===== src/rtl/core/rgbhsv_pkg.sv =====
// Shared types and constants for the 8-bit RGB to HSV pipeline.
// No dependencies; used by rgbhsv_div and rgb_to_hsv_8bit_core.
package rgbhsv_pkg;

    // Pixel channel width and divider numerator width
    localparam int PIX_W          = 8;
    localparam int NUM_W          = 2 * PIX_W;

    // Divider is cut into this many register stages
    localparam int DIV_STAGES     = 4;
    localparam int BITS_PER_STAGE = PIX_W / DIV_STAGES;

    // Arithmetic constants of the conversion
    localparam logic [PIX_W-1:0] SAT_SCALE  = 8'd255;
    localparam logic [PIX_W-1:0] HUE_GAIN   = 8'd43;
    localparam logic [PIX_W-1:0] OFS_RED    = 8'd0;
    localparam logic [PIX_W-1:0] OFS_GREEN  = 8'd85;
    localparam logic [PIX_W-1:0] OFS_BLUE   = 8'd171;

    // Working state of one restoring-division stage
    typedef struct packed {
        logic [PIX_W-1:0] rem;   // partial remainder
        logic [PIX_W-1:0] low;   // numerator bits not yet shifted in
        logic [PIX_W-1:0] quo;   // quotient bits so far
        logic [PIX_W-1:0] den;   // divisor
    } t_div_data;

    // Per-pixel side data that rides along with the divisions
    typedef struct packed {
        logic [PIX_W-1:0] hi;      // largest channel
        logic [PIX_W-1:0] offset;  // hue sector offset
        logic             neg;     // channel difference was negative
        logic             grey;    // max equals min: hue and sat are zero
    } t_meta;

endpackage


===== src/rtl/core/rgbhsv_div.sv =====
// Pipelined restoring divider: 16-bit numerator by 8-bit divisor, 8-bit quotient.
// Quotient must fit in 8 bits. Depends on rgbhsv_pkg.
module rgbhsv_div (
    input  logic                              i_clk,
    input  logic [rgbhsv_pkg::DIV_STAGES-1:0] i_adv,
    input  logic [rgbhsv_pkg::NUM_W-1:0]      i_num,
    input  logic [rgbhsv_pkg::PIX_W-1:0]      i_den,
    output logic [rgbhsv_pkg::PIX_W-1:0]      o_quo
);
    import rgbhsv_pkg::*;

    // BITS_PER_STAGE restoring steps, one quotient bit each
    function automatic t_div_data div_steps(t_div_data d_in);
        t_div_data      d;
        logic [PIX_W:0] cand;
        logic           qbit;
        d = d_in;
        for (int i = 0; i < BITS_PER_STAGE; i++) begin
            cand  = {d.rem, d.low[PIX_W-1]};
            d.low = {d.low[PIX_W-2:0], 1'b0};
            qbit  = 1'b0;
            if (cand >= {1'b0, d.den}) begin
                cand = cand - {1'b0, d.den};
                qbit = 1'b1;
            end
            d.rem = cand[PIX_W-1:0];
            d.quo = {d.quo[PIX_W-2:0], qbit};
        end
        return d;
    endfunction

    t_div_data r_st  [DIV_STAGES];
    t_div_data w_src [DIV_STAGES];

    // Stage chain; upper numerator half seeds the remainder
    for (genvar s = 0; s < DIV_STAGES; s++) begin : g_stage
        if (s == 0) begin : g_first
            assign w_src[s] = '{rem: i_num[NUM_W-1:PIX_W], low: i_num[PIX_W-1:0],
                                quo: '0, den: i_den};
        end else begin : g_next
            assign w_src[s] = r_st[s-1];
        end

        always_ff @(posedge i_clk) begin
            if (i_adv[s]) begin
                r_st[s] <= div_steps(w_src[s]);
            end
        end
    end

    assign o_quo = r_st[DIV_STAGES-1].quo;

endmodule


===== src/rtl/core/rgb_to_hsv_8bit_core.sv =====
// RGB to HSV conversion, 8 bits per channel, fully pipelined.
// Stages from input beat to output beat: sort, numerators, four divider
// stages at two quotient bits each, hue assembly. Throughput: one pixel per
// cycle while the output is not stalled; bubbles close up under output stall.
// Reset (synchronous, active low) clears only the stage valid bits.
// Depends on rgbhsv_pkg and rgbhsv_div.
module rgb_to_hsv_8bit_core (
    input  logic                         i_clk,
    input  logic                         i_rst_n,
    input  logic                         i_valid,
    output logic                         o_ready,
    input  logic [rgbhsv_pkg::PIX_W-1:0] i_red,
    input  logic [rgbhsv_pkg::PIX_W-1:0] i_green,
    input  logic [rgbhsv_pkg::PIX_W-1:0] i_blue,
    output logic                         o_valid,
    input  logic                         i_ready,
    output logic [rgbhsv_pkg::PIX_W-1:0] o_hue,
    output logic [rgbhsv_pkg::PIX_W-1:0] o_saturation,
    output logic [rgbhsv_pkg::PIX_W-1:0] o_brightness
);
    import rgbhsv_pkg::*;

    localparam int NSTG  = DIV_STAGES + 3;
    localparam int DIV_0 = 2;

    // Stage valid bits and per-stage advance
    logic [NSTG-1:0] r_vld;
    logic [NSTG-1:0] w_adv;

    always_comb begin
        w_adv[NSTG-1] = !r_vld[NSTG-1] || i_ready;
        for (int k = NSTG - 2; k >= 0; k--) begin
            w_adv[k] = !r_vld[k] || w_adv[k+1];
        end
    end

    always_ff @(posedge i_clk) begin
        if (!i_rst_n) begin
            r_vld <= '0;
        end else begin
            if (w_adv[0]) begin
                r_vld[0] <= i_valid;
            end
            for (int k = 1; k < NSTG; k++) begin
                if (w_adv[k]) begin
                    r_vld[k] <= r_vld[k-1];
                end
            end
        end
    end

    assign o_ready = w_adv[0];
    assign o_valid = r_vld[NSTG-1];

    // Stage 0: max, min, sector and channel difference
    logic [PIX_W-1:0]        w_hi, w_lo;
    logic [PIX_W-1:0]        w_ofs;
    logic signed [PIX_W:0]   w_diff;
    logic [PIX_W-1:0]        w_abs;

    always_comb begin
        w_hi = (i_red > i_green) ? i_red : i_green;
        w_hi = (w_hi > i_blue) ? w_hi : i_blue;
        w_lo = (i_red < i_green) ? i_red : i_green;
        w_lo = (w_lo < i_blue) ? w_lo : i_blue;
        // red wins ties, then green
        priority if (w_hi == i_red) begin
            w_ofs  = OFS_RED;
            w_diff = $signed({1'b0, i_green}) - $signed({1'b0, i_blue});
        end else if (w_hi == i_green) begin
            w_ofs  = OFS_GREEN;
            w_diff = $signed({1'b0, i_blue}) - $signed({1'b0, i_red});
        end else begin
            w_ofs  = OFS_BLUE;
            w_diff = $signed({1'b0, i_red}) - $signed({1'b0, i_green});
        end
        // magnitude always fits in 8 bits
        w_abs = w_diff[PIX_W] ? (~w_diff[PIX_W-1:0] + 1'b1) : w_diff[PIX_W-1:0];
    end

    logic [PIX_W-1:0] r0_span;
    logic [PIX_W-1:0] r0_abs;
    t_meta            r0_meta;

    always_ff @(posedge i_clk) begin
        if (w_adv[0]) begin
            r0_span      <= w_hi - w_lo;
            r0_abs       <= w_abs;
            r0_meta.hi     <= w_hi;
            r0_meta.offset <= w_ofs;
            r0_meta.neg    <= w_diff[PIX_W];
            r0_meta.grey   <= (w_hi == w_lo);
        end
    end

    // Stage 1: divider numerators
    logic [NUM_W-1:0] r1_num_sat, r1_num_hue;
    logic [PIX_W-1:0] r1_span;
    t_meta            r_meta [DIV_0:NSTG-2];
    t_meta            r1_meta;

    always_ff @(posedge i_clk) begin
        if (w_adv[1]) begin
            r1_num_sat <= {{PIX_W{1'b0}}, r0_span} * {{PIX_W{1'b0}}, SAT_SCALE};
            r1_num_hue <= {{PIX_W{1'b0}}, r0_abs} * {{PIX_W{1'b0}}, HUE_GAIN};
            r1_span    <= r0_span;
            r1_meta    <= r0_meta;
        end
    end

    // Stages 2..5: the two divisions run side by side
    logic [PIX_W-1:0] w_quo_sat, w_quo_hue;

    rgbhsv_div u_div_sat (
        .i_clk (i_clk),
        .i_adv (w_adv[DIV_0 +: DIV_STAGES]),
        .i_num (r1_num_sat),
        .i_den (r1_meta.hi),
        .o_quo (w_quo_sat)
    );

    rgbhsv_div u_div_hue (
        .i_clk (i_clk),
        .i_adv (w_adv[DIV_0 +: DIV_STAGES]),
        .i_num (r1_num_hue),
        .i_den (r1_span),
        .o_quo (w_quo_hue)
    );

    // Side data follows the divider stages
    always_ff @(posedge i_clk) begin
        if (w_adv[DIV_0]) begin
            r_meta[DIV_0] <= r1_meta;
        end
        for (int k = DIV_0 + 1; k <= NSTG - 2; k++) begin
            if (w_adv[k]) begin
                r_meta[k] <= r_meta[k-1];
            end
        end
    end

    // Last stage: signed hue term plus offset, grey pixels get zero hue and saturation
    t_meta            w_m;
    logic [PIX_W-1:0] w_term;
    logic [PIX_W-1:0] r_hue, r_sat, r_bri;

    assign w_m    = r_meta[NSTG-2];
    assign w_term = w_m.neg ? (-w_quo_hue) : w_quo_hue;

    always_ff @(posedge i_clk) begin
        if (w_adv[NSTG-1]) begin
            r_hue <= w_m.grey ? '0 : (w_m.offset + w_term);
            r_sat <= w_m.grey ? '0 : w_quo_sat;
            r_bri <= w_m.hi;
        end
    end

    assign o_hue        = r_hue;
    assign o_saturation = r_sat;
    assign o_brightness = r_bri;

endmodule

===== config.mk =====
export PLATFORM = sky130hd
export DESIGN_NAME = rgb_to_hsv_8bit_core
export DESIGN_NICKNAME = d
export VERILOG_FILES = /design/src/rtl/core/rgbhsv_pkg.sv /design/src/rtl/core/rgbhsv_div.sv /design/src/rtl/core/rgb_to_hsv_8bit_core.sv
export SDC_FILE = /design/constraint.sdc
export NUM_CORES = 1
export LEC_CHECK = 0
export BUFFER_PORTS_ARGS = -buffer_cell sky130_fd_sc_hd__buf_2
export CAP_MARGIN = 10
export CORE_MARGIN = 3
export CORE_UTILIZATION = 44
export CTS_CLUSTER_DIAMETER = 60
export CTS_CLUSTER_SIZE = 28
export DETAILED_ROUTE_END_ITERATION = 10
export MAX_ROUTING_LAYER = met4
export SLEW_MARGIN = 5
export SYNTH_ARGS = -nofsm -noshare
export SYNTH_HDL_FRONTEND = slang
export SYNTH_SLANG_ARGS = --single-unit

===== constraint.sdc =====
create_clock -name i_clk -period 5.6 [get_ports i_clk]
set_clock_uncertainty 0.15 [all_clocks]
set_input_delay 0.28 -clock i_clk [delete_from_list [all_inputs] [get_ports i_clk]]
set_output_delay 0.28 -clock i_clk [all_outputs]
set_load 0.03 [all_outputs]

==> results.py, run 1 <==
metrics = {
    "clock_network": {
        "cts_root_buf": "clkbuf_16",
        "cts_buffer_depth": 3,
        "clock_latency_ps": 550,
        "cts_tree": "done",
        "clock_sinks": 295,
        "clkTransAtPathRegs_ps": 90,
        "cts_buffers": 24,
        "h-tree-depth": 1,
    },
    "worst_setup_path": {
        "crit_chain": "inv_1, ha_1, nor2b_1, o21ai_1, a21boi_0, o21ai_1, a21boi_0, o21a_1, o21ai_1, nor2b_4, buf_4, mux2_2, ha_1, o21ai_1, a21boi_0, o21ai_0, nand2b_1, a21o_1, a21o_1, o21bai_1, a221oi_4, buf_12, mux2_2",
        "crit_slowest_cell": "edfxtp_1",
        "r2r-start": "r_meta[1][11]",
        "critical_path.endpoint": "u_div_sat.r_st[1][25]",
        "arrival_ps": 5410,
        "crit_start": "r_meta[1][11]",
        "worstSetupPathType": "flip-flop to flip-flop",
        "startpoint_type": "flip-flop",
        "reg2reg_depth": 23,
        "worst_setup_path_end_kind": "flip-flop",
        "required_ps": 5760,
        "crit_buf_inv": 3,
        "cpLargestDelayFamily": "compound AO/OA/AOI/OAI gates",
        "cp_slowest_stage_delay_ps": 400,
        "path_max_fanout": 7,
        "cp_num_cells": 23,
        "cpMostUsedCell": "o21ai_1",
        "r2r_end": "u_div_sat.r_st[1][25]",
        "reg2reg_slack_ps": 350,
    },
    "yosys": {
        "yosysWarnings": 0,
        "ys.flop_type": "edfxtp_1",
        "syn_area_um2": 20500,
        "synth_cells": 1798,
        "synth_edf_count": 288,
        "synthArstFlopShare": 0,
        "synth_seq_area_share": 0.428,
        "ys_ff_latch": 295,
        "ys_types": 62,
        "syn_area_per_cell_um2": 11.4,
        "synthesis.nets": 2137,
    },
    "place": {
        "routabilityCongestion": 0.961,
        "post-dp-hpwl_um": 32100,
        "port_buffers": 53,
    },
    "sta": {
        "min_period_ps": 5250,
        "period_share": 0.937,
        "report.final.slew_viol_count": 0,
        "fmax_mhz": 190,
        "tightest_slew_ps": 1060,
        "finalHoldViolCount": 0,
        "maxSlewHeadroom": 0.290,
        "finalSetupViolations": 0,
    },
    "global_routing": {
        "grt_overflow": 0,
        "antenna_found_initial": 1,
        "track_usage": 0.166,
        "grt_pass1_vias": 13619,
        "grt_pass1_wl_um": 66400,
        "grt_max_degree": 53,
    },
    "die": {
        "rows": 78,
        "start_util": 0.449,
        "io_pins": 54,
        "die-height_um": 222,
        "die_w_um": 222,
        "core_area_um2": 45800,
        "die_area_um2": 49300,
    },
    "route": {
        "vias_per_cell": 5.16,
        "ant_nets": 0,
        "wl_um": 39600,
        "dr.pass1.iters": 5,
        "num_vias": 13233,
        "wire_per_inst_um": 15.5,
        "drc": 0,
        "drt-initial-drc-count": 462,
    },
    "cells_and_area": {
        "syn2layout_area_growth_pct": 12.7,
        "fill_cells": 3993,
        "nets": 2283,
        "layout-drive-gt1-share": 0.155,
        "post-route-util": 0.506,
    },
    "status": {
        "status": "finished, final reports clean",
    },
    "hold_path": {
        "min_from": "i_blue[0]",
        "worstHoldPathType": "input port to flip-flop",
    },
    "flow_run": {
        "drv_cap": 0,
    },
}
==> through the flow <==
stage	hold slack [ps]	worst slack, ps	area [um2]	setup TNS, ps	instances
2_1_floorplan	248	130	20500	0	1798
3_3_place_gp	253	-30.2	22000	-300	2504
3_5_place_dp	255	-66.4	22000	-821	2504
4_1_cts	84.4	7.19	23100	0	2557
5_1_grt	94.3	-0.00133	23200	-0.00133	2563
6_report	132	350	23200	0	2563
==> cell usage in the layout (no fill, tap or decap), drive strengths merged, types with 4 or more instances in the layout <==
cell,n
a21boi,24
a21o,46
a21oi,82
a221oi,6
a31o,4
and3,5
buf,136
clkbuf,25
clkinv,10
dfxtp,7
dlygate4sd3,4
edfxtp,288
fa,58
ha,253
inv,274
mux2,91
mux2i,32
nand2,69
nand2b,23
nand3,11
nand4,29
nor2,86
nor2b,53
nor3,7
o21a,26
o21ai,99
o21bai,18
o221ai,8
o311ai,8
or3,7
or4,5
xnor2,94
xor2,40
==> cells in the mapped netlist (2+ instances only) <==
cell type  instances  area (um2)
a221oi_4           5         131
o311ai_0           6        52.6
a221o_1            2        20.0
nand2b_1          23         144
and4_1             2        17.5
xnor2_1           94         823
mux2_2            91        1020
o41ai_1            2        17.5
fa_1              58        1160
o21bai_1          18         135
o21ai_0           91         455
a21boi_0          23         173
inv_1            266         998
o2bb2ai_1          2        17.5
nand4_1           28         175
nand2_1           69         259
nor2_1            86         323
a31o_2             4        35.0
a21oi_1           81         405
ha_1             253        3170
a21o_1            46         345
o31ai_1            3        22.5
buf_2              5        25.0
xor2_1            40         350
nor3_1             7        35.0
or3_1              7        43.8
mux2i_1           32         320
a41oi_1            2        17.5
clkbuf_1          13        48.8
o21ai_1            8        40.0
nor2b_1           53         332
o31a_1             2        17.5
o21a_1            26         195
o311ai_1           2        17.5
edfxtp_1         288        8650
or4_1              5        37.5
and3_1             5        31.3
nand3_1           11        55.1
nor4_1             2        12.5
and2_1             2        12.5
dfxtp_1            7         140
o221ai_1           8        70.1
==> sequential cells by signal, summed over array words and instances, names as in the netlist <==
name,count
r_meta,48
o_hue,8
r0_span,8
r1_span,7
r1_num_hue,14
r1_meta,13
r_vld,7
r0_meta,13
r1_num_sat,16
o_saturation,8
u_div_sat.r_st,59
r0_abs,8
u_div_hue.r_st,78
o_brightness,8
==> logic make-up (layout without fill, tap and decap cells) <==
group	Yosys count	after routing	share of synthesized area
buf+inv	286	450	0.0527
xor+xnor	134	134	0.0571
other cells	0	1	0
fa+ha+maj	311	311	0.211
compound gates	344	344	0.112
flops	295	295	0.428
mux	123	123	0.0655
simple gates	305	305	0.0747
==> metal layers <==
layer / vias to the layer above / share of wire / global-route usage / wire length [um]
li1: 6679 / - / - / -
met1: 6246 / 0.44 / 0.201 / 17400
met4: 0 / 0.039 / 0.0627 / 1540
met3: 82 / 0.037 / 0.0185 / 1450
met5: - / 0 / - / 0
met2: 226 / 0.49 / 0.286 / 19200
==> layout make-up <==
cell class / instances / area (um2) / area share
timing repair buffer: 140 / 1010 / 0.0435
antenna: 1 / 2.50 / 0.000108
clock buffer: 25 / 614 / 0.0265
multi-input combinational: 1217 / 10700 / 0.463
inverter: 266 / 998 / 0.0431
tap: 600 / 751 / 0.0324
clock inverter: 19 / 265 / 0.0115
sequential: 295 / 8790 / 0.379
==> how the worst min path moves through the flow <==
stage / cells past startpoint / to / slack [ps]
floorplan: 1 / r_vld[4] / 250
global placement: 0 / o_brightness[1] / 250
detailed placement: 0 / r_meta[2][20] / 250
CTS: 2 / r0_meta[10] / 80
global route: 2 / r0_meta[10] / 90
finish: 2 / r0_meta[10] / 130
==> timing repair <==
item / 4_1_cts / 5_1_grt
resized for setup: 4 / 34
hold buffers: 4 / 0
hold endpoints to repair: 7 / 0
cloned: 0 / 0
buffers inserted: 5 / 5
endpoints found under the setup margin: 32 / 45
pin swaps: 5 / 3
Power of run 1 is left out: the tool's default activity adds up to more than one toggle a clock period on the data nets, which glitch-free logic cannot reach.
==> inputs of run 2 (changes only) <==
Settings changed: ABC_AREA from default to 1.
==> run 2 against run 1 <==
Area after synthesis grew 0.27%. Maximum frequency grew 6.3%. Global-route usage is 0.91 points higher. Worst setup slack better by 310 ps. Count of clock-buffer cells in the layout is 1 lower. Non-clock buffer count fell by 67. Critical path depth is 3 higher. Synthesized cell count increased by 18%. Wire length grew 5.4%. Cell area decreased by 2.7%. Core utilization fell by 1.4 points. Flip-flop and latch count did not move. Critical path type unchanged.
==> results.py, run 2 <==
metrics = {
    "status": {
        "status": "finished, final reports clean",
    },
    "cells_and_area": {
        "nets": 2545,
        "seqCellArea_um2": 8790,
        "largest_reg_flops": 78,
        "final_common_cell": "inv_1",
        "top_regs": "u_div_hue.r_st (78), u_div_sat.r_st (59), r_meta (48)",
        "antenna_cells": 0,
        "layout_common_cells": "369 x inv_1, 333 x nand2_1, 288 x edfxtp_1, 253 x ha_1, 143 x o21ai_0",
        "post-route-util": 0.492,
        "multi_input_area_um2": 10300,
        "layout-drive-gt1-share": 0.0900,
        "syn2layout_area_growth_pct": 9.36,
        "regMostFlops": "u_div_hue.r_st",
        "fill_cells": 4157,
    },
    "route": {
        "wl_um": 41800,
        "drc": 0,
        "drt-initial-drc-count": 764,
        "num_vias": 14109,
        "vias_per_cell": 5.00,
        "dr.pass1.iters": 5,
        "wire_per_inst_um": 14.8,
        "ant_nets": 0,
    },
    "sta": {
        "finalSetupViolations": 0,
        "report.final.slew_viol_count": 0,
        "maxSlewHeadroom": 0.313,
        "period_share": 0.882,
        "tightest_slew_ps": 1030,
        "finalHoldViolCount": 0,
        "fmax_mhz": 203,
        "min_period_ps": 4940,
    },
    "place": {
        "port_buffers": 53,
        "routabilityCongestion": 0.914,
        "post-dp-hpwl_um": 34700,
    },
    "yosys": {
        "synthTopCellsByCount": "377 x inv_1, 334 x nand2_1, 288 x edfxtp_1",
        "synth_edf_count": 288,
        "synthArstFlopShare": 0,
        "yosysWarnings": 0,
        "synth_most_common_cell": "inv_1",
        "synth_top_area_frac": 0.420,
        "syn_area_um2": 20600,
        "yosys.area.top_type": "edfxtp_1",
        "synth_cells": 2129,
        "synth.area.top_cells": "edfxtp_1 42%, ha_1 15%, inv_1 6.9%, nand2_1 6.1%, fa_1 5.6%",
        "syn_area_per_cell_um2": 9.68,
        "ys_types": 54,
        "synth_seq_area_share": 0.427,
        "ys_ff_latch": 295,
        "synthesis.nets": 2468,
        "ys.flop_type": "edfxtp_1",
    },
    "clock_network": {
        "cts_tree": "done",
        "cts_buffers": 22,
        "h-tree-depth": 1,
        "clock_sinks": 295,
        "cts_root_buf": "clkbuf_16",
        "cts_buffer_depth": 3,
        "clkTransAtPathRegs_ps": 90,
        "clock_latency_ps": 540,
    },
    "global_routing": {
        "grt_pass1_wl_um": 69500,
        "grt_overflow": 0,
        "antenna_found_initial": 0,
        "grt_max_degree": 55,
        "track_usage": 0.175,
        "grt_pass1_vias": 14165,
    },
    "hold_path": {
        "worstHoldPathType": "input port to flip-flop",
    },
    "worst_setup_path": {
        "critical_path.endpoint": "u_div_sat.r_st[0][27]",
        "required_ps": 5730,
        "startpoint_type": "flip-flop",
        "reg2reg_slack_ps": 660,
        "cp_num_cells": 26,
        "crit_buf_inv": 6,
        "crit_slowest_cell": "edfxtp_1",
        "worstSetupPathType": "flip-flop to flip-flop",
        "r2r_end": "u_div_sat.r_st[0][27]",
        "worst_setup_path_end_kind": "flip-flop",
        "arrival_ps": 5070,
        "path_max_fanout": 14,
        "cpMostUsedCell": "nand2_1",
        "reg2reg_depth": 26,
        "cpLargestDelayFamily": "compound AO/OA/AOI/OAI gates",
        "cp_slowest_stage_delay_ps": 450,
        "r2r-start": "r1_meta[11]",
        "crit_start": "r1_meta[11]",
    },
    "die": {
        "die-height_um": 222,
        "die_w_um": 222,
        "start_util": 0.450,
        "die_area_um2": 49500,
        "rows": 78,
        "core_area_um2": 45800,
        "io_pins": 54,
    },
    "flow_run": {
        "drv_cap": 0,
    },
}
-- run 2: changes by cell type after synthesis, moves of 58 or more --
cell | before | now
mux2_2 | 91 | 3
a21oi_1 | 81 | 139
nand3_1 | 11 | 81
inv_1 | 266 | 377
nand2_1 | 69 | 334
-- run 2: worst reg2reg max path: stages, from the launching register on --
cell      delay (ps)
edfxtp_1         450
inv_1            130
ha_1             290
inv_1             50
o31ai_1          310
nand2_1           80
nand2_1           70
a21oi_1           90
o31ai_1          330
nand2_1          100
nand2_1          270
buf_4            220
nand2_1           60
o21ai_0          150
inv_1            110
ha_1             320
nand2_1           80
o21ai_0          130
a21oi_1          160
inv_1             50
a21oi_1          180
o21ai_0          120
a21o_1           170
nand2_1           90
nand4_1          220
inv_4            190
o21ai_0          100
-- run 2: metal layers --
metal	vias to the layer above	global-route usage	wire, um
li1	7315	-	-
met1	6560	0.215	18700
met2	187	0.314	21000
met3	47	0.0160	1220
met4	0	0.0394	853
met5	-	-	0
-- run 2: worst min path at each step --
stage                    startpoint                    end  slack, ps  cells past startpoint
2_1_floorplan               i_rst_n               r_vld[1]        250                      1
3_3_place_gp           r_meta[1][0]          r_meta[1][18]        250                      0
3_5_place_dp   u_div_hue.r_st[1][9]  u_div_hue.r_st[2][11]        250                      0
4_1_cts                   i_blue[6]            r0_meta[16]         50                      3
5_1_grt                   i_blue[6]            r0_meta[16]         80                      3
6_report                  i_blue[7]            r0_meta[17]        100                      3
-- run 2: what timing repair did --
action,CTS,global route
setup buffers,0,1
hold endpoints to repair,7,0
hold buffers,2,0
resized for setup,0,4
endpoints found under the setup margin,0,15
-- run 2: kinds of logic (layout without fill, tap and decap cells) --
logic type	count (synthesis)	count (layout)	synth area share
AND/OR/NAND/NOR	662	662	0.148
buffers and inverters	400	493	0.0740
AO/OA/AOI/OAI	341	341	0.0904
adder cells (fa/ha/maj)	311	311	0.210
flip-flops	295	295	0.427
XOR/XNOR	117	117	0.0497
multiplexers	3	3	0.00164
-- run 2: stage by stage --
step	cells	setup WS, ps	setup TNS (ps)	hold slack (ps)	cell area, um2
floorplan	2129	-650	-42790	248	20700
global placement	2779	372	0	252	21700
detailed placement	2779	290	0	255	21700
CTS	2821	373	0	47.6	22500
global route	2822	-8.12	-8.12	81.2	22500
finish	2822	662	0	97.7	22500
-- run 2: layout make-up --
type                    instances  share of cell area
repair buffers                 73              0.0187
clock inverters                16             0.00877
well taps                     600              0.0333
multi-input cells            1434               0.459
inverters                     380              0.0644
clock buffers                  24              0.0257
flip-flops and latches        295               0.390
Power of run 2 is left out for the same reason.
